$ cat src/rtl/dptp_pkg.sv
// Package for the depth pixel to point unit.
// Holds field widths, register codes, shared structs and the depth table helpers.
// No dependencies.
package dptp_pkg;

    localparam int DEPTH_CODES_DEF = 2048;

    localparam int COL_W   = 10;
    localparam int ROW_W   = 10;
    localparam int CODE_W  = 11;
    localparam int CX_W    = 18;
    localparam int INV_W   = 24;
    localparam int Q_W     = 24;
    localparam int DX_W    = CX_W + 1;
    localparam int MAG_D_W = CX_W;
    localparam int MAG_W   = MAG_D_W + Q_W;
    localparam int INV_SPLIT = 12;
    localparam int PROD_W  = MAG_W + INV_W - INV_SPLIT;
    localparam int SUM_W   = PROD_W + 1;
    localparam int FRAC_SHIFT = 20;
    localparam int R_W     = SUM_W - FRAC_SHIFT;

    localparam int S_DATA_W = 32;
    localparam int M_DATA_W = 72;
    localparam int APB_ADDR_W = 4;
    localparam int APB_DATA_W = 32;

    localparam logic [CODE_W-1:0] NO_READING = 11'd2047;

    localparam longint ROM_NUMERATOR = 64'sd655360000000000;
    localparam longint ROM_OFFSET    = 64'sd33309495161;
    localparam longint ROM_SLOPE     = 64'sd30711016;
    localparam longint Q_MAX_L       = 64'sd8388607;
    localparam longint Q_MIN_MAG_L   = 64'sd8388608;

    localparam logic signed [Q_W-1:0] Q_MAX = 24'sh7FFFFF;
    localparam logic signed [Q_W-1:0] Q_MIN = 24'sh800000;

    localparam logic [CX_W-1:0]  CENTER_X_RST    = 18'd86863;
    localparam logic [CX_W-1:0]  CENTER_Y_RST    = 18'd62141;
    localparam logic [INV_W-1:0] INV_FOCAL_X_RST = 24'd28235;
    localparam logic [INV_W-1:0] INV_FOCAL_Y_RST = 24'd28386;

    typedef enum logic [1:0] {
        REG_CENTER_X    = 2'd0,
        REG_CENTER_Y    = 2'd1,
        REG_INV_FOCAL_X = 2'd2,
        REG_INV_FOCAL_Y = 2'd3
    } reg_idx_t;

    typedef struct packed {
        logic [CX_W-1:0]  center_x;
        logic [CX_W-1:0]  center_y;
        logic [INV_W-1:0] inv_focal_x;
        logic [INV_W-1:0] inv_focal_y;
    } cfg_t;

    typedef struct packed {
        logic load_s1;
        logic load_s2;
        logic load_s3;
        logic load_s4;
        logic load_s5;
    } stage_en_t;

    // Applies the sign of the denominator to a rounded quotient and saturates it.
    function automatic logic signed [Q_W-1:0] sat_depth(input longint den, input longint quo);
        longint res;
        if (den == 0)
        begin
            res = Q_MAX_L;
        end
        else if (den < 0)
        begin
            res = (quo >= Q_MIN_MAG_L) ? -Q_MIN_MAG_L : -quo;
        end
        else
        begin
            res = (quo > Q_MAX_L) ? Q_MAX_L : quo;
        end
        return res[Q_W-1:0];
    endfunction

endpackage

$ cat src/rtl/dptp_pipe_ctrl.sv
// Valid bits and stage load enables of the five-stage pipeline.
// A stage loads when it is empty or the next stage loads. Depends on dptp_pkg.
module dptp_pipe_ctrl
    import dptp_pkg::*;
(
    input  logic      clk,
    input  logic      rst_n,
    input  logic      in_valid,
    output logic      in_ready,
    output logic      out_valid,
    input  logic      out_ready,
    output stage_en_t en
);

    localparam int STAGES = 5;

    logic [STAGES-1:0] valid_reg;
    logic [STAGES-1:0] valid_next;
    logic [STAGES:0]   ready;

    always_comb
    begin
        ready[STAGES] = out_ready;
        for (int k = STAGES - 1; k >= 0; k--)
        begin
            ready[k] = !valid_reg[k] || ready[k+1];
        end
    end

    always_comb
    begin
        for (int k = 0; k < STAGES; k++)
        begin
            if (ready[k])
            begin
                valid_next[k] = (k == 0) ? in_valid : valid_reg[(k == 0) ? 0 : k - 1];
            end
            else
            begin
                valid_next[k] = valid_reg[k];
            end
        end
    end

    assign in_ready   = ready[0];
    assign out_valid  = valid_reg[STAGES-1];
    assign en.load_s1 = ready[0];
    assign en.load_s2 = ready[1];
    assign en.load_s3 = ready[2];
    assign en.load_s4 = ready[3];
    assign en.load_s5 = ready[4];

    always_ff @(posedge clk or negedge rst_n)
    begin
        if (!rst_n)
        begin
            valid_reg <= '0;
        end
        else
        begin
            valid_reg <= valid_next;
        end
    end

endmodule

$ cat config.mk
export PLATFORM = sky130hd
export DESIGN_NAME = dptp_pipe_ctrl
export DESIGN_NICKNAME = d
export VERILOG_FILES = /design/src/rtl/dptp_pkg.sv /design/src/rtl/dptp_pipe_ctrl.sv
export SDC_FILE = /design/constraint.sdc
export NUM_CORES = 1
export LEC_CHECK = 0
export ABC_AREA = 1
export BUFFER_PORTS_ARGS = -buffer_cell sky130_fd_sc_hd__buf_4
export CAP_MARGIN = 20
export CORE_AREA = 2 2 39 41
export DETAILED_ROUTE_END_ITERATION = 12
export DIE_AREA = 0 0 41 43
export MAX_ROUTING_LAYER = met4
export SYNTH_ARGS = -nofsm -noshare
export SYNTH_HDL_FRONTEND = slang
export SYNTH_SLANG_ARGS = --single-unit
$ cat constraint.sdc
create_clock -name clk -period 1.1 [get_ports clk]
set_clock_uncertainty 0.1 [all_clocks]
set_input_delay 0.11 -clock clk [delete_from_list [all_inputs] [get_ports clk]]
set_output_delay 0.11 -clock clk [all_outputs]
set_load 0.05 [all_outputs]
# Yosys cells after proc, flatten, opt, wreduce, memory -nomap -nowiden
# Cells that the tools add are included.
# op_classes
n_reduce_logical	10
# op_table
cell	count
1-bit logical NOT	5
1-bit logical OR	5
# word_totals
ff_bits	5
in_bits	4
word_cells	15

# Longest topological paths before layout
# logic_depth
depth_word	6
depth_mapped	5
depth_no_buf	5

# Worst setup path before layout
# No wires, ideal clock.
# synth_path
path_kind	register to output
from	reg valid_reg[4]
to	out en[4] (netlist bit)
arrival_ns	1.869
t_required_ns	0.890
path_slack_ns	-0.979
stages_incl_launch_ff	5
n_path_buf	1
path_cell_list	dfrtp_1 -> nand3_2 -> nor2_4 -> nand3_2 -> buf_4
# synth_rtl
item	line_no	source
from (decl)	dptp_pipe_ctrl.sv:17	logic [STAGES-1:0] valid_reg;
from (signal assigned)	dptp_pipe_ctrl.sv:61	valid_reg <= valid_next;
to (decl)	dptp_pipe_ctrl.sv:12	output stage_en_t en

==> metrics.txt <==
fmax=0.7428 GHz; antenna fix cells=0; grt ovf=0; detailed-route via count=203; num rows=14; CTS root buf=clkbuf_4; final max-slew violation count=0; Design Area, Final=421.7 um2; Pleak=0.2117 nW; Power Total=0.7086 mW; Setup crit end kind=output pin; I/O pins=11; routed len/inst=7.393 um; gr usage total=7.477%; Mapped Cells=22; Setup Crit Path Kind=reg -> out; die area=1763 um2; first-pass GRT wire length=752 um; # clock sinks=5; Slew headroom=90.95%; GRT Max-Usage Layer=met2; via/cell ratio=3.625; crit path launch type=register; Cell Count, Final, Fillers Out=56; PD cells=1680 nW/um2; Crit path required time=890 ps; status=finished, violations left; Synth Cell Area=215.2 um2; RSZ-0062 raised after global routing=yes; DP HPWL=311.6 um; H-Tree Depth=1; deepest clock path buffer count=2; Die Ht=43 um; TritonCTS clock tree=done; Final ANT Viol Nets=0; register area share after synthesis=58.14%; worst min-delay path class=in -> async; clk slew on worst S/H paths=40 ps; Worst-Margin Slew=135.5 ps; final setup fails=7; fin crit share=122.4%; final worst setup slack=-246.3 ps; max-cap violation count=0; Peak VDD IR=0.7139 mV; share of cells above drive strength 1=50.00%; Nets=45; Num CTS Buffers=3; crit path max fanout=4; area delta synth->final=95.93%; Die Width=41 um; Yosys warning count=0; min cycle time layout=1346 ps; Net Count, Synth=26; GRT met2 Usage=9.375%; largest net degree at the start of global routing=6; FF+latch count, synth=5; initial antenna violation count=0; number of global-route vias before repair=208; setup slack, reg-to-reg=100 ps; commonest cells after routing, fill and taps aside=inv_1 (6), nand2_1 (6), buf_4 (6), buf_6 (5), dfrtp_1 (4); Final Hold Fails=0; DR pass1 iterations=1; Final Core Density=30.47%; PortBufs=10; Initial Utilization=15.55%; Routability Congestion=0.6420; M1 GR Usage=6.954%; failing checks=negative setup slack; GR Util met3=6.283%; Core Box Area=1384 um2; DRC=0; drt total wl=414 um; hold slack=97.14 ps; # fillers=147; Yosys cell types=7; Avg Inst Size Synth=9.782 um2; Initial DRC Count=0; crit path DAT=1140 ps; DP Area=334.1 um2; max reg flops=5; worst skew pair latency=240 ps; Placed Cells=49
[cells in the mapped netlist, drive strengths merged]
library cell  count  area, um2
nor2              1      11.26
nand3             2      20.02
dfrtp             5      125.1
buf               1      7.510
or2               1      6.260
nand2             6      22.52
inv               6      22.52
[layer usage]
layer / vias up / part of all wire (%)
li1: 97 / -
met1: 91 / 36
met2: 13 / 50
met3: 2 / 12
met4: 0 / 1.4
met5: - / 0
[per-stage QoR]
step | TNS [ps] | setup slack, ps
2_1_floorplan | -2628 | -513.0
3_3_place_gp | 0 | 7.828
3_5_place_dp | -2.872 | -2.872
4_1_cts | -1396 | -264.8
5_1_grt | -1737 | -319.8
6_report | -1301 | -246.3
[power by group]
part | internal, mW | total [mW] | switching, mW | leakage [nW]
logic | 0.111 | 0.276 | 0.165 | 0.145
registers | 0.207 | 0.226 | 0.0185 | 0.0516
clock network | 0.137 | 0.207 | 0.0704 | 0.0150
total | 0.455 | 0.709 | 0.254 | 0.212
[worst max-delay path, cell delays in order, from the launching register on]
cell	delay, ps
dfrtp_1	380
nand3_4	100
nor2_4	140
nand3_4	80
buf_4	200
[repair_timing]
action / in CTS / in global routing
endpoints found under the hold margin: 6 / 0
resized for setup: 9 / 1
hold buffers: 2 / 0
endpoints found under the setup margin: 7 / 7
buffers inserted: 1 / 1
[logic make-up (layout without fill, tap and decap cells)]
group	Yosys count	after routing	synth area share, %
buf+inv	7	25	13.95
flops	5	5	58.14
simple gates	10	10	27.91
[worst paths after layout]
check,start,to,cells after the start
setup / recovery,valid_reg[3],en[4],4
hold / removal,rst_n,valid_reg[2],2
setup reg to reg,valid_reg[4],valid_reg[2],3
hold reg to reg,valid_reg[2],valid_reg[3],2
max in group asynchronous,rst_n,valid_reg[4],2
min in group clk,out_ready,valid_reg[4],4
[area by class of cell]
type                    instances  area (um2)  area share (%)
inverters                       6       22.52           5.341
well taps                      16       20.02           4.748
clock buffers                   4       26.28           6.231
multi-input cells              10       75.07           17.80
repair buffers                 15       151.4           35.91
flip-flops and latches          5       126.4           29.97
(Power assumes the default switching activity.)
