$ cat src/rtl/dptp_pkg.sv
// Package for the depth pixel to point unit.
// Holds field widths, register codes, shared structs and the depth table helpers.
// No dependencies.
package dptp_pkg;

    localparam int DEPTH_CODES_DEF = 2048;

    localparam int COL_W   = 10;
    localparam int ROW_W   = 10;
    localparam int CODE_W  = 11;
    localparam int CX_W    = 18;
    localparam int INV_W   = 24;
    localparam int Q_W     = 24;
    localparam int DX_W    = CX_W + 1;
    localparam int MAG_D_W = CX_W;
    localparam int MAG_W   = MAG_D_W + Q_W;
    localparam int INV_SPLIT = 12;
    localparam int PROD_W  = MAG_W + INV_W - INV_SPLIT;
    localparam int SUM_W   = PROD_W + 1;
    localparam int FRAC_SHIFT = 20;
    localparam int R_W     = SUM_W - FRAC_SHIFT;

    localparam int S_DATA_W = 32;
    localparam int M_DATA_W = 72;
    localparam int APB_ADDR_W = 4;
    localparam int APB_DATA_W = 32;

    localparam logic [CODE_W-1:0] NO_READING = 11'd2047;

    localparam longint ROM_NUMERATOR = 64'sd655360000000000;
    localparam longint ROM_OFFSET    = 64'sd33309495161;
    localparam longint ROM_SLOPE     = 64'sd30711016;
    localparam longint Q_MAX_L       = 64'sd8388607;
    localparam longint Q_MIN_MAG_L   = 64'sd8388608;

    localparam logic signed [Q_W-1:0] Q_MAX = 24'sh7FFFFF;
    localparam logic signed [Q_W-1:0] Q_MIN = 24'sh800000;

    localparam logic [CX_W-1:0]  CENTER_X_RST    = 18'd86863;
    localparam logic [CX_W-1:0]  CENTER_Y_RST    = 18'd62141;
    localparam logic [INV_W-1:0] INV_FOCAL_X_RST = 24'd28235;
    localparam logic [INV_W-1:0] INV_FOCAL_Y_RST = 24'd28386;

    typedef enum logic [1:0] {
        REG_CENTER_X    = 2'd0,
        REG_CENTER_Y    = 2'd1,
        REG_INV_FOCAL_X = 2'd2,
        REG_INV_FOCAL_Y = 2'd3
    } reg_idx_t;

    typedef struct packed {
        logic [CX_W-1:0]  center_x;
        logic [CX_W-1:0]  center_y;
        logic [INV_W-1:0] inv_focal_x;
        logic [INV_W-1:0] inv_focal_y;
    } cfg_t;

    typedef struct packed {
        logic load_s1;
        logic load_s2;
        logic load_s3;
        logic load_s4;
        logic load_s5;
    } stage_en_t;

    // Applies the sign of the denominator to a rounded quotient and saturates it.
    function automatic logic signed [Q_W-1:0] sat_depth(input longint den, input longint quo);
        longint res;
        if (den == 0)
        begin
            res = Q_MAX_L;
        end
        else if (den < 0)
        begin
            res = (quo >= Q_MIN_MAG_L) ? -Q_MIN_MAG_L : -quo;
        end
        else
        begin
            res = (quo > Q_MAX_L) ? Q_MAX_L : quo;
        end
        return res[Q_W-1:0];
    endfunction

endpackage

$ cat src/rtl/dptp_axis.sv
// One projection lane: rounds and saturates d * depth * inv_focal to Q8.16 over four stages.
// Depends on dptp_pkg.
module dptp_axis
    import dptp_pkg::*;
(
    input  logic                    clk,
    input  stage_en_t               en,
    input  logic signed [DX_W-1:0]  offset,
    input  logic signed [Q_W-1:0]   depth,
    input  logic [INV_W-1:0]        inv_focal,
    output logic signed [Q_W-1:0]   coord
);

    logic [MAG_D_W-1:0]    offset_mag;
    logic [Q_W-1:0]        depth_mag;
    logic [MAG_W-1:0]      mag_reg;
    logic                  neg2_reg;
    logic [PROD_W-1:0]     hi_reg;
    logic [PROD_W-1:0]     lo_reg;
    logic                  neg3_reg;
    logic [SUM_W-1:0]      sum_reg;
    logic                  neg4_reg;
    logic [R_W-1:0]        rounded;
    logic signed [Q_W-1:0] coord_next;
    logic signed [Q_W-1:0] coord_reg;

    logic signed [DX_W-1:0] offset_neg;
    logic signed [Q_W-1:0]  depth_neg;

    assign offset_neg = -offset;
    assign depth_neg  = -depth;
    assign offset_mag = offset[DX_W-1] ? offset_neg[MAG_D_W-1:0] : offset[MAG_D_W-1:0];
    assign depth_mag  = depth[Q_W-1] ? depth_neg : depth;

    assign rounded = sum_reg[SUM_W-1:FRAC_SHIFT];

    always_comb
    begin
        if (neg4_reg && (rounded != '0))
        begin
            if (rounded >= R_W'(Q_MIN_MAG_L))
            begin
                coord_next = Q_MIN;
            end
            else
            begin
                coord_next = -$signed(rounded[Q_W-1:0]);
            end
        end
        else if (rounded > R_W'(Q_MAX_L))
        begin
            coord_next = Q_MAX;
        end
        else
        begin
            coord_next = $signed(rounded[Q_W-1:0]);
        end
    end

    assign coord = coord_reg;

    always_ff @(posedge clk)
    begin
        if (en.load_s2)
        begin
            mag_reg  <= MAG_W'(offset_mag) * MAG_W'(depth_mag);
            neg2_reg <= offset[DX_W-1] != depth[Q_W-1];
        end
        if (en.load_s3)
        begin
            hi_reg   <= PROD_W'(mag_reg) * PROD_W'(inv_focal[INV_W-1:INV_SPLIT]);
            lo_reg   <= PROD_W'(mag_reg) * PROD_W'(inv_focal[INV_SPLIT-1:0]);
            neg3_reg <= neg2_reg;
        end
        if (en.load_s4)
        begin
            sum_reg  <= SUM_W'(hi_reg) + SUM_W'(lo_reg >> INV_SPLIT)
                        + (SUM_W'(1) << (FRAC_SHIFT - 1));
            neg4_reg <= neg3_reg;
        end
        if (en.load_s5)
        begin
            coord_reg <= coord_next;
        end
    end

endmodule

$ cat config.mk
export PLATFORM = sky130hd
export DESIGN_NAME = dptp_axis
export DESIGN_NICKNAME = d
export VERILOG_FILES = /design/src/rtl/dptp_pkg.sv /design/src/rtl/dptp_axis.sv
export SDC_FILE = /design/constraint.sdc
export NUM_CORES = 2
export LEC_CHECK = 0
export ABC_CLOCK_PERIOD_IN_PS = 17400
export BUFFER_PORTS_ARGS = -buffer_cell sky130_fd_sc_hd__buf_4
export CAP_MARGIN = 20
export CORE_UTILIZATION = 65
export CTS_BUF_LIST = sky130_fd_sc_hd__clkbuf_8
export DETAILED_ROUTE_END_ITERATION = 6
export PLACE_DENSITY = 0.85
export SETUP_SLACK_MARGIN = 0.02
export SYNTH_ARGS = -nofsm -noshare
export SYNTH_HDL_FRONTEND = slang
export SYNTH_SLANG_ARGS = --single-unit
$ cat constraint.sdc
create_clock -name clk -period 17.4 [get_ports clk]
set_clock_uncertainty 0.05 [all_clocks]
set_input_delay 0.87 -clock clk [delete_from_list [all_inputs] [get_ports clk]]
set_output_delay 0.87 -clock clk [all_outputs]
set_load 0.005 [all_outputs]
Yosys cells after proc, flatten, opt, wreduce, memory -nomap -nowiden. Index checks and enable logic that the tools add are counted.

Reduce and logical (&&, ||, !) cells: 2. Muxes and demuxes: 5. Equality and inequality tests: 1. Order comparisons: 2. $mul: 3. $add $sub $neg: 5.

Operator list (number): $mul A42 B12 Y54 (2); $mux W24 (4); $add A54 B42 Y55 (1); $add A55 B20 Y55 const B (1); $neg A24 Y24 (2); $mul A18 B24 Y42 (1); $ge A35 B24 Y1 const B (1); $gt A35 B23 Y1 const B (1); $reduce_bool A35 Y1 (1); $mux W18 (1); $neg A18 Y18 (1); $logic_and A1 B1 Y1 (1); $ne A1 B1 Y1 (1).

Flip-flop bits (word level): 232. Logic and storage cells: 26. Output and inout port bits: 24. Input port bits: 73.

Longest topological paths before layout.
Depth in word-level cells: 3. Mapped depth: 32.

Worst setup path after synthesis. Ideal clock, no wire load.

Kind: input port to flip-flop. From: input depth[10]. To: register mag_reg[41] (data pin). Path slack: 8670 ps. Stages: 27. Buffers on the path: 1. Data required time: 17090 ps. Library setup time: 260 ps. Arrival time: 8420 ps. Cells stage by stage: or4_1 -> or3_1 -> or3_1 -> o41ai_1 -> xnor2_1 -> clkbuf_1 -> nand2_1 -> fa_1 -> inv_1 -> fa_1 -> fa_1 -> fa_1 -> fa_1 -> inv_1 -> fa_1 -> inv_1 -> ha_1 -> a21o_1 -> nand2_1 -> nand3_1 -> or3_1 -> o221ai_1 -> a311oi_1 -> o31ai_1 -> nand3_1 -> a31oi_1 -> xnor2_1.

Cells in the longest elaborated chain, start to end: 3.

RTL lines: start, declared (RTL line dptp_axis.sv:9) `input logic signed [Q_W-1:0] depth,`; $neg A24 Y24 (RTL line dptp_axis.sv:31) `assign depth_neg = -depth;`; $mux W24 * (RTL line dptp_axis.sv:33) `assign depth_mag = depth[Q_W-1] ? depth_neg : depth;`; $mul A18 B24 Y42 * (RTL line dptp_axis.sv:66) `mag_reg <= MAG_W'(offset_mag) * MAG_W'(depth_mag);`; end signal, assigned (RTL line dptp_axis.sv:66); end, declared (RTL line dptp_axis.sv:16) `logic [MAG_W-1:0] mag_reg;`.

Mark *: on every way between the ends. The rest lies on a longest branch, timed or not. A chain may end at the register's enable or synchronous reset.

Worst setup path after layout.
From: input depth[2]. To: register mag_reg[41] (data pin).

Same word-level chain as after synthesis.

==> impl_metrics.tcl <==
set metrics [dict create \
    die_area_mm2 0.08320 \
    max_stage_delay_ns 0.68 \
    synth_seq_cells 200 \
    ys_types 71 \
    avgSynthCellArea_um2 9.077 \
    cpMaxStageDelayCell "o31ai_1" \
    max-slew-margin-rel_pct 21.64 \
    nets 7375 \
    cts_tree "built" \
    clkLatencyLatePin_ns 0.61 \
    grt_pass1_wl_um 215800 \
    r2r_cells 18 \
    tns_ns 0 \
    ctsHtreeMaxLevel 4 \
    fill_cells 5884 \
    drv_slew 0 \
    crit_required_ns 17.71 \
    drt_iter0_markers 3226 \
    path_depth 31 \
    rsz0062_at_grt "false" \
    path_buf_inv 7 \
    grt_max_degree 74 \
    initial_utilization_pct 66.00 \
    start_kind "primary input" \
    grt_antenna_before_repair 9 \
    dp_hpwl_um 101600 \
    via_per_inst 5.908 \
    synth-edff-count 200 \
    grtUsageTotal_pct 32.86 \
    vias 40440 \
    hold_path_class "flip-flop to flip-flop" \
    crit_family "adder cells" \
    largest_reg_flops 54 \
    first_pass_iters 7 \
    clockRootBuffer "clkbuf_8" \
    grt-ovfl-total 0 \
    multiInputGateArea_mm2 0.04184 \
    path_max_fanout 14 \
    hold_viol_final 0 \
    fmaxAchievable_mhz 107.7 \
    synth_fp_nets 7482 \
    clk_pin_slew_ns 0.13 \
    ioPinCount 97 \
    cp-end-kind "flip-flop" \
    finalSetupViolCount 0 \
    synth.yosys.warnings 0 \
    violations "DRC" \
    crit_top_cell "fa_1" \
    port_buffers 95 \
    post_drt_wl_per_cell_um 18.89 \
    syn_to_final_growth_pct 3.735 \
    worst_pin_slew_ns 1.175 \
    core-area_mm2 0.08081 \
    ant_nets 0 \
    ys_seq_area_share_pct 11.26 \
    clock-sinks 200 \
    route.detailed.drc 15 \
    grt_pass1_vias 43940 \
    regArea_mm2 0.006006 \
    min_period_over_period_pct 53.37 \
    crit_type "primary input to flip-flop" \
    outcome "finished, violations left" \
    drive_gt1_share_pct 3.961 \
    die_h_um 288.4 \
    gp_congestion 0.9383 \
    clock_path_buffers 2 \
    synth_cells 5876 \
    cts_setup_buffers 0 \
    cap_violations 0 \
    wl_um 129300 \
    fp.dieW_um 288.4 \
    synthArstFlopShare_pct 0 \
    syn-cell-area_mm2 0.05333 \
    cts_buffers 17 \
    ctsHoldBuffers 0 \
    synthFlopType "edfxtp_1" \
    worstHoldPathCells 0 \
    rows 104 \
    fin_crit_ns 9.286 \
    cp.arrival_ns 9.60 \
    cts_resized 0 \
]
-- per-layer routing --
layer / global-route usage [%] / vias to the layer above / share of wire, %
met4: 13.73 / 14 / 3.9
met2: 55.82 / 2193 / 49
li1: - / 17620 / -
met1: 40.88 / 20170 / 37
met5: 0 / - / 0.063
met3: 6.951 / 439 / 10
-- cell type report --
type | instances | area share, %
tap | 1060 | 2.397
inverter | 1187 | 8.053
clock buffer | 17 | 0.4229
sequential | 200 | 10.86
multi-input combinational | 4197 | 75.63
timing repair buffer | 166 | 2.289
clock inverter | 15 | 0.3370
antenna | 3 | 0.01357
-- final timing paths --
check,startpoint,to,slack [ns]
setup / recovery,depth[2],mag_reg[41],8.11
hold / removal,neg3_reg,neg4_reg,0.40
setup reg to reg,mag_reg[9],hi_reg[40],9.55
hold reg to reg,neg3_reg,neg4_reg,0.40
-- placed cells by master (no fill, tap or decap), drive strengths merged, types with 6 or more instances in the layout --
cell | Yosys | layout
o41ai | 10 | 10
o21bai | 16 | 16
and3 | 19 | 19
a221oi | 7 | 7
edfxtp | 200 | 200
nand3 | 40 | 40
nor2 | 198 | 198
o31a | 11 | 11
nand2b | 23 | 23
o211ai | 10 | 10
xnor2 | 135 | 135
nor3 | 36 | 36
xor2 | 72 | 72
clkbuf | 288 | 17
o21ai | 100 | 100
nand4b | 6 | 6
buf | 4 | 166
a21o | 82 | 82
fa | 1151 | 1151
or3 | 19 | 19
nand4 | 37 | 37
nand2 | 1171 | 1171
nor4 | 11 | 11
a21oi | 148 | 148
nor2b | 32 | 32
o21a | 22 | 22
a31oi | 20 | 20
inv | 1186 | 1197
o311ai | 23 | 23
and2 | 307 | 307
a21boi | 9 | 9
a2111oi | 6 | 6
and4 | 7 | 7
a211oi | 16 | 16
ha | 382 | 382
o31ai | 19 | 19
-- cells by family after synthesis --
group	after synthesis	synth area share, %
adder cells (fa/ha/maj)	1533	52.17
AO/OA/AOI/OAI	534	6.590
buffers and inverters	1479	10.41
flip-flops	200	11.26
AND/OR/NAND/NOR	1923	16.18
XOR/XNOR	207	3.399
-- stage by stage --
stage | cells | utilization (%) | hold WS, ns | worst slack (ns) | cell area [µm²]
after CTS | 6838 | 68.39 | 0.4083 | 8.230 | 55270
final | 6845 | 68.47 | 0.4037 | 8.114 | 55330
after global placement | 6806 | 67.87 | 0.3724 | 7.714 | 54850
after global routing | 6843 | 68.46 | 0.4005 | 7.740 | 55320
after detailed placement | 6806 | 67.87 | 0.3963 | 7.557 | 54850
after floorplan | 5876 | - | 0.3503 | 8.670 | 53330
-- cell usage after synthesis (16+ instances only) --
master,instances,area [µm²]
xor2_1,72,630.6
o21bai_1,16,120.1
nand4_1,37,231.5
o21ai_0,98,490.5
nand2b_1,23,143.9
and2_1,307,1921
nand2_1,1171,4395
nor2_1,198,743.2
nor2b_1,32,200.2
a21oi_1,148,740.7
clkbuf_1,288,1081
a211oi_1,16,120.1
xnor2_1,135,1182
o21a_1,22,165.2
edfxtp_1,200,6006
a31oi_1,20,125.1
inv_1,1185,4448
nand3_1,39,195.2
a21o_1,82,615.6
ha_1,382,4780
o31ai_1,19,142.6
nor3_1,35,175.2
or3_1,16,100.1
fa_1,1151,23040
and3_1,19,118.9
o311ai_0,22,192.7
Power is not shown: default switching activity piles up to over one toggle a cycle in this logic, so the estimate is an artifact.
