$ cat src/rtl/dptp_pkg.sv
// Package for the depth pixel to point unit.
// Holds field widths, register codes, shared structs and the depth table helpers.
// No dependencies.
package dptp_pkg;

    localparam int DEPTH_CODES_DEF = 2048;

    localparam int COL_W   = 10;
    localparam int ROW_W   = 10;
    localparam int CODE_W  = 11;
    localparam int CX_W    = 18;
    localparam int INV_W   = 24;
    localparam int Q_W     = 24;
    localparam int DX_W    = CX_W + 1;
    localparam int MAG_D_W = CX_W;
    localparam int MAG_W   = MAG_D_W + Q_W;
    localparam int INV_SPLIT = 12;
    localparam int PROD_W  = MAG_W + INV_W - INV_SPLIT;
    localparam int SUM_W   = PROD_W + 1;
    localparam int FRAC_SHIFT = 20;
    localparam int R_W     = SUM_W - FRAC_SHIFT;

    localparam int S_DATA_W = 32;
    localparam int M_DATA_W = 72;
    localparam int APB_ADDR_W = 4;
    localparam int APB_DATA_W = 32;

    localparam logic [CODE_W-1:0] NO_READING = 11'd2047;

    localparam longint ROM_NUMERATOR = 64'sd655360000000000;
    localparam longint ROM_OFFSET    = 64'sd33309495161;
    localparam longint ROM_SLOPE     = 64'sd30711016;
    localparam longint Q_MAX_L       = 64'sd8388607;
    localparam longint Q_MIN_MAG_L   = 64'sd8388608;

    localparam logic signed [Q_W-1:0] Q_MAX = 24'sh7FFFFF;
    localparam logic signed [Q_W-1:0] Q_MIN = 24'sh800000;

    localparam logic [CX_W-1:0]  CENTER_X_RST    = 18'd86863;
    localparam logic [CX_W-1:0]  CENTER_Y_RST    = 18'd62141;
    localparam logic [INV_W-1:0] INV_FOCAL_X_RST = 24'd28235;
    localparam logic [INV_W-1:0] INV_FOCAL_Y_RST = 24'd28386;

    typedef enum logic [1:0] {
        REG_CENTER_X    = 2'd0,
        REG_CENTER_Y    = 2'd1,
        REG_INV_FOCAL_X = 2'd2,
        REG_INV_FOCAL_Y = 2'd3
    } reg_idx_t;

    typedef struct packed {
        logic [CX_W-1:0]  center_x;
        logic [CX_W-1:0]  center_y;
        logic [INV_W-1:0] inv_focal_x;
        logic [INV_W-1:0] inv_focal_y;
    } cfg_t;

    typedef struct packed {
        logic load_s1;
        logic load_s2;
        logic load_s3;
        logic load_s4;
        logic load_s5;
    } stage_en_t;

    // Applies the sign of the denominator to a rounded quotient and saturates it.
    function automatic logic signed [Q_W-1:0] sat_depth(input longint den, input longint quo);
        longint res;
        if (den == 0)
        begin
            res = Q_MAX_L;
        end
        else if (den < 0)
        begin
            res = (quo >= Q_MIN_MAG_L) ? -Q_MIN_MAG_L : -quo;
        end
        else
        begin
            res = (quo > Q_MAX_L) ? Q_MAX_L : quo;
        end
        return res[Q_W-1:0];
    endfunction

endpackage

$ cat src/rtl/dptp_apb_regs.sv
// Configuration registers of the depth pixel to point unit behind an APB-style port.
// Depends on dptp_pkg.
module dptp_apb_regs
    import dptp_pkg::*;
(
    input  logic                  clk,
    input  logic                  rst_n,
    input  logic                  psel,
    input  logic                  penable,
    input  logic                  pwrite,
    input  logic [APB_ADDR_W-1:0] paddr,
    input  logic [APB_DATA_W-1:0] pwdata,
    output logic [APB_DATA_W-1:0] prdata,
    output logic                  pready,
    output cfg_t                  cfg
);

    cfg_t     cfg_reg;
    cfg_t     cfg_next;
    reg_idx_t idx;
    logic     wr_en;

    assign idx    = reg_idx_t'(paddr[3:2]);
    assign wr_en  = psel && penable && pwrite;
    assign pready = 1'b1;
    assign cfg    = cfg_reg;

    always_comb
    begin
        cfg_next = cfg_reg;
        if (wr_en)
        begin
            unique case (idx)
                REG_CENTER_X:    cfg_next.center_x    = pwdata[CX_W-1:0];
                REG_CENTER_Y:    cfg_next.center_y    = pwdata[CX_W-1:0];
                REG_INV_FOCAL_X: cfg_next.inv_focal_x = pwdata[INV_W-1:0];
                REG_INV_FOCAL_Y: cfg_next.inv_focal_y = pwdata[INV_W-1:0];
                default:         cfg_next = cfg_reg;
            endcase
        end
    end

    always_comb
    begin
        unique case (idx)
            REG_CENTER_X:    prdata = APB_DATA_W'(cfg_reg.center_x);
            REG_CENTER_Y:    prdata = APB_DATA_W'(cfg_reg.center_y);
            REG_INV_FOCAL_X: prdata = APB_DATA_W'(cfg_reg.inv_focal_x);
            REG_INV_FOCAL_Y: prdata = APB_DATA_W'(cfg_reg.inv_focal_y);
            default:         prdata = '0;
        endcase
    end

    always_ff @(posedge clk or negedge rst_n)
    begin
        if (!rst_n)
        begin
            cfg_reg.center_x    <= CENTER_X_RST;
            cfg_reg.center_y    <= CENTER_Y_RST;
            cfg_reg.inv_focal_x <= INV_FOCAL_X_RST;
            cfg_reg.inv_focal_y <= INV_FOCAL_Y_RST;
        end
        else
        begin
            cfg_reg <= cfg_next;
        end
    end

endmodule

$ cat config.mk
export PLATFORM = sky130hd
export DESIGN_NAME = dptp_apb_regs
export DESIGN_NICKNAME = d
export VERILOG_FILES = /design/src/rtl/dptp_pkg.sv /design/src/rtl/dptp_apb_regs.sv
export SDC_FILE = /design/constraint.sdc
export NUM_CORES = 1
export LEC_CHECK = 0
export BUFFER_PORTS_ARGS = -buffer_cell sky130_fd_sc_hd__buf_2
export CAP_MARGIN = 20
export CORE_ASPECT_RATIO = 2
export CORE_MARGIN = 1
export CORE_UTILIZATION = 48
export CTS_CLUSTER_DIAMETER = 120
export DETAILED_ROUTE_END_ITERATION = 7
export PLACE_DENSITY = 0.8
export SLEW_MARGIN = 40
export SYNTH_ARGS = -nofsm -noshare
export SYNTH_HDL_FRONTEND = slang
export SYNTH_SLANG_ARGS = --single-unit
$ cat constraint.sdc
create_clock -name clk -period 1.8 [get_ports clk]
set_input_delay 0.36 -clock clk [delete_from_list [all_inputs] [get_ports clk]]
set_output_delay 0.36 -clock clk [all_outputs]
set_load 0.02 [all_outputs]
Word-level counts from Yosys, hierarchy flattened
Cells that the tools add are included.
Widths: inputs -> output; s select.
{"block": "op_classes", "n_eq_ne": 3, "mux": 1, "reduce_logical": 7}
{"operator": "$pmux 32 s4", "n": 1}
{"operator": "$reduce_and 2->1", "n": 4}
{"operator": "$eq 2x2->1 const B", "n": 2}
{"operator": "$eq 2x1->1 const B", "n": 1}
{"operator": "$logic_and 1x1->1", "n": 2}
{"operator": "$logic_not 2->1", "n": 1}
{"block": "word_totals", "reg_bits": 84, "inputBits": 41, "output_inout_bits": 117}

Logic depth before layout (Yosys ltp)
Gate-level depths: netlist of run 1.
{"block": "depth", "word_depth": 3, "mapped_depth": 6, "mapped_depth_nobuf": 3}

Least setup slack after synthesis of run 1
No wires, ideal clock.
{"block": "synth_path", "path_type": "input -> output", "startpoint": "in paddr[2]", "endpoint": "out prdata[0]", "arrival_ns": 1.392, "required_ns": 1.440, "setup_slack_ns": 0.048, "stages": 3, "path_cell_list": "buf_6 buf_2 mux4_2"}
{"block": "synth_via", "elab_chain_cells": 2, "elab_cells_between_ends": 5, "classes_between": "eq/ne: 3; mux: 1; reduce/logical: 1"}
{"item": "start: declaration", "line": "dptp_apb_regs.sv:11", "text": "input logic [APB_ADDR_W-1:0] paddr,"}
{"item": "$eq 2x2->1 (tied with other cells)", "line": "dptp_apb_regs.sv:45", "text": "unique case (idx)"}
{"item": "$pmux 32 s4 (*)", "line": "dptp_apb_regs.sv:45"}
{"item": "end: declaration", "line": "dptp_apb_regs.sv:13", "text": "output logic [APB_DATA_W-1:0] prdata,"}
Every way passes the cells marked *; elsewhere a longest branch is shown, timed or not. The select of a mux whose other input is x is not followed.

Worst setup path after layout of run 1
{"block": "layout_path", "startpoint": "in paddr[2]", "endpoint": "out prdata[14]"}
Same word-level chain as after synthesis.

==> results of run 1 <==
-- cell families after synthesis --
kind of cell           synth area share (%)
muxes                                  37.7
other                                 0.195
buffers and inverters                  4.28
DFF                                    55.8
and+or+nand+nor                        2.11
-- repair_timing --
action | CTS | global route
setup endpoints to repair | 0 | 1
buffers inserted | 0 | 3
endpoints found under the hold margin | 0 | 0
hold buffers | 0 | 0
-- worst max-delay path, stage by stage --
cell and delay, ns:
buf_2 0.15, buf_12 0.17, mux4_1 0.54, buf_2 0.18
-- final cells by class --
type / instances / area share [%]
Timing Repair Buffer: 154 / 17.6
Multi-Input combinational cell: 129 / 31.5
Inverter: 1 / 0.0753
Clock buffer: 13 / 5.02
Antenna cell: 1 / 0.0502
Clock inverter: 3 / 0.301
Sequential cell: 84 / 43.1
Tap cell: 94 / 2.36
-- per-layer routing --
| layer | part of all wire, % | routed length, um | up-vias | track usage [%] |
|---|---|---|---|---|
| li1 | - | - | 1121 | - |
| met1 | 35 | 3200 | 1327 | 25.5 |
| met2 | 56 | 5080 | 98 | 40.0 |
| met3 | 4.7 | 420 | 23 | 4.88 |
| met4 | 3.5 | 316 | 0 | 11.0 |
| met5 | 0 | 0 | - | 0 |
-- path summary, 6_finish.rpt --
kind | endpoint | from
max in group asynchronous | cfg[61] | rst_n
max | prdata[14] | paddr[2]
min | cfg[29] | rst_n
min in group clk | cfg[22] | pwdata[22]
min reg2reg | cfg[54] | cfg[54]
max reg2reg | cfg[19] | cfg[19]
-- Yosys cell counts (2+ instances only) --
cell       n  share of area, %
buf_4     12               2.3
mux2_2    74                22
nor2b_1    6              0.97
mux2i_1    6               1.6
mux2_4    10               3.9
dfrtp_1   45                29
dfstp_2   39                27
buf_6      3              0.88
mux4_2    17               9.9
conb_1     2              0.19
clkbuf_1   2              0.19
buf_2      6              0.78
-- power breakdown --
part	switching, mW	internal [mW]	total, mW
combinational	1.25	0.974	2.23
sequential	0.338	2.48	2.82
clock	0.685	0.966	1.65
total	2.28	4.42	6.70
==> flow_metrics.py, run 1 <==
metrics = {
    "timing": {
        "max_freq_mhz": 563,
        "tns_ns": 0,
        "hold_viol": 0,
        "fin_ws_ns": 0.0253,
        "finalCritPeriodShare_pct": 98.6,
        "min_period_ns": 1.77,
        "finalClockSkew_ns": 0,
        "finalSetupViolations": 0,
        "maxSlewViolCount": 0,
        "rsz0062_at_grt": "no",
        "whs_ns": 0.0373,
    },
    "worst_setup_path": {
        "crit_type": "in -> out",
        "endpoint_kind": "output pin",
        "crit_path_start_kind": "input port",
        "rr_worst_depth": 1,
        "ff2ff_setup_slack_ns": 1.00,
        "crit_required_ns": 1.44,
        "critPathMaxFanout": 12,
        "arrival_ns": 1.41,
    },
    "die": {
        "placementRows": 45,
        "die_w_um": 65.4,
        "ioPinCount": 158,
        "core_area_sq_um": 7660,
        "die_area_sq_um": 8420,
        "start_util_pct": 50.4,
        "die_h_um": 129,
    },
    "routing": {
        "dr.pass1.iters": 4,
        "viasPerCell": 5.36,
        "drc": 0,
        "routed_wl_mm": 9.01,
        "vias": 2569,
        "drtAntennaViolNets": 0,
        "wl_per_cell_um": 18.8,
        "drt_iter0_drc": 44,
    },
    "hold_path": {
        "min_path_type": "in -> async",
    },
    "synthesis": {
        "synth_ff_type": "dfrtp_1",
        "yosys_warnings": 0,
        "ys_seq_area_share_pct": 55.8,
        "synthArstFlopShare_pct": 100,
        "synth.avg_cell_area_sq_um": 16.8,
        "synth_edf_count": 0,
        "synth_seq_cells": 84,
        "yosys.cell_types.count": 20,
        "synthCells": 230,
        "netlist_area_sq_um": 3860,
    },
    "clock_network": {
        "cts_made_buffers": 9,
        "cts.sinks": 84,
        "cts_buffer_depth": 2,
        "htree_num_levels": 3,
        "path_clk_slew_ns": 0.06,
        "cts_resized": 0,
        "clkLatencyLatePin_ns": 0.33,
        "clockRootBuffer": "clkbuf_16",
        "cts_tree": "yes",
    },
    "power_and_ir_drop": {
        "p_per_area_nw_per_um2": 1340,
        "total_leakage_power_nw": 2.41,
        "finalPower_mw": 6.70,
        "irDropWorstVdd_mv": 0.748,
    },
    "finish": {
        "largest_register_ffs": 84,
        "final_common_cell": "buf_2",
        "layout_common_cells": "buf_2, mux2_2, dfrtp_1",
        "layout.cells.non_filler": 479,
        "register_area_sq_um": 2150,
        "final_nets": 420,
        "multi_input_area_sq_um": 1570,
        "utilization_pct": 65.1,
        "design_area_sq_um": 4990,
        "nFillCells": 617,
        "drive_above_1_share_pct": 80.7,
        "syn_to_final_growth_pct": 29.3,
    },
    "global_route": {
        "grt_pass1_vias": 2678,
        "grt_max_degree": 85,
        "gr-total-overflow": 0,
        "gr-usage-all-layers_pct": 22.8,
        "grt_pass1_wl_mm": 13.8,
        "antenna_found_initial": 1,
    },
    "place": {
        "dp.cells": 459,
        "placed_cell_area_sq_um": 4700,
        "port_buffers": 138,
        "dp_hpwl_mm": 6.39,
        "finalWeightedCongestion": 0.805,
        "place_ws_ns": -0.00313,
    },
    "status": {
        "outcome": "finished, final reports clean",
    },
    "flow_run": {
        "cap_violations": 0,
    },
}
Note: power is estimated with default switching activity, not from simulation.
==> inputs of run 2 (changes only) <==
- CORE_UTILIZATION: 48 -> 44
- PLACE_DENSITY: 0.8 -> 0.79
- clock period: 1.8 -> 1.55 ns (I/O delays scaled with it)
==> flow_metrics.py, run 2 (synthesis results as in run 1) <==
metrics = {
    "status": {
        "outcome": "complete, but fails checks",
        "violations": "negative setup slack",
    },
    "timing": {
        "fin_ws_ns": -0.144,
        "max_freq_mhz": 590,
        "maxSlewViolCount": 0,
        "hold_viol": 0,
        "min_period_ns": 1.69,
        "rsz0062_at_grt": "yes",
        "finalClockSkew_ns": 0,
        "finalSetupViolations": 18,
        "finalCritPeriodShare_pct": 109,
    },
    "place": {
        "placed_cell_area_sq_um": 4760,
        "dp_hpwl_mm": 6.48,
        "port_buffers": 138,
        "finalWeightedCongestion": 0.773,
        "place_ws_ns": -0.161,
    },
    "global_route": {
        "grt_max_degree": 85,
        "grt_pass1_wl_mm": 14.4,
        "grt_pass1_vias": 2896,
        "antenna_found_initial": 1,
        "gr-total-overflow": 0,
        "gr-usage-all-layers_pct": 21.7,
    },
    "finish": {
        "drive_above_1_share_pct": 82.7,
        "final_common_cell": "buf_2",
        "syn_to_final_growth_pct": 40.8,
        "layout_common_cells": "buf_2, mux2_2, buf_4",
        "final_nets": 458,
        "design_area_sq_um": 5430,
        "largest_register_ffs": 84,
    },
    "power_and_ir_drop": {
        "finalPower_mw": 8.32,
        "p_per_area_nw_per_um2": 1530,
        "irDropWorstVdd_mv": 1.11,
        "total_leakage_power_nw": 2.64,
    },
    "routing": {
        "wl_per_cell_um": 18.0,
        "dr.pass1.iters": 4,
        "drt_iter0_drc": 93,
        "drc": 0,
        "drtAntennaViolNets": 0,
        "viasPerCell": 5.17,
        "vias": 2706,
        "routed_wl_mm": 9.41,
    },
    "clock_network": {
        "cts_buffer_depth": 2,
        "htree_num_levels": 3,
        "path_clk_slew_ns": 0.06,
        "hold_buffers": 0,
        "clkLatencyLatePin_ns": 0.32,
        "clockRootBuffer": "clkbuf_16",
        "cts.sinks": 84,
        "cts_made_buffers": 9,
        "cts_tree": "yes",
    },
    "die": {
        "die_area_sq_um": 9170,
        "die_w_um": 68.2,
        "core_area_sq_um": 8590,
        "die_h_um": 134,
        "start_util_pct": 44.9,
        "ioPinCount": 158,
        "placementRows": 48,
    },
    "worst_setup_path": {
        "endpoint_kind": "output pin",
        "crit_type": "reg -> out",
        "arrival_ns": 1.38,
        "crit_path_start_kind": "flop",
        "crit_required_ns": 1.24,
        "critPathMaxFanout": 3,
    },
    "flow_run": {
        "cap_violations": 0,
    },
    "hold_path": {
        "min_path_type": "in -> async",
    },
}
run 2: final cells by class:
cell class / count / area [sq um]
Inverter: 1 / 3.75
Clock buffer: 14 / 264
Timing Repair Buffer: 192 / 1310
Antenna cell: 1 / 2.50
Tap cell: 100 / 125
Multi-Input combinational cell: 129 / 1570
Sequential cell: 84 / 2150
Fill cell: 665 / 3160
Clock inverter: 2 / 10.0
run 2: metrics by stage:
| stage | TNS (ns) | cells | hold slack [ns] | util, % |
|---|---|---|---|---|
| after floorplan | 0 | 237 | 0.0144 | - |
| after global placement | -3.36 | 471 | 0.365 | 55.4 |
| after detailed placement | -3.29 | 471 | 0.376 | 55.4 |
| after CTS | -1.85 | 513 | 0.0166 | 62.1 |
| after global routing | -2.24 | 523 | 0.0291 | 63.3 |
| final | -1.64 | 523 | 0.00185 | 63.3 |
run 2: repair_timing:
item | 4_1_cts | 5_1_grt
cloned | 0 | 1
gates resized for setup | 36 | 3
buffers inserted | 26 | 8
setup endpoints to repair | 21 | 18
run 2: final timing paths:
check,startpoint,end,slack [ns],depth (start not counted)
max,cfg[31],prdata[7],-0.14,2
max in group asynchronous,rst_n,cfg[53],1.16,2
min in group clk,pwdata[22],cfg[22],0.23,2
max reg2reg,cfg[79],cfg[79],0.51,3
min reg2reg,cfg[22],cfg[22],0.52,1
min,rst_n,cfg[77],0.002,2
run 2: routing by layer:
layer	global-route usage, %	vias to the layer above	share of wire [%]
li1	-	1202	-
met1	24.1	1376	35
met2	37.6	107	57
met3	4.25	21	4.5
met4	10.6	0	3.4
met5	0	-	0
run 2: where the power goes:
| part | switching (mW) | internal, mW | total [mW] |
|---|---|---|---|
| combinational | 1.60 | 1.54 | 3.14 |
| sequential | 0.347 | 2.88 | 3.23 |
| clock | 0.779 | 1.17 | 1.95 |
run 2: critical path, stage by stage (launching register included):
cell and delay (ns):
dfrtp_1 0.40, mux4_2 0.50, buf_6 0.15
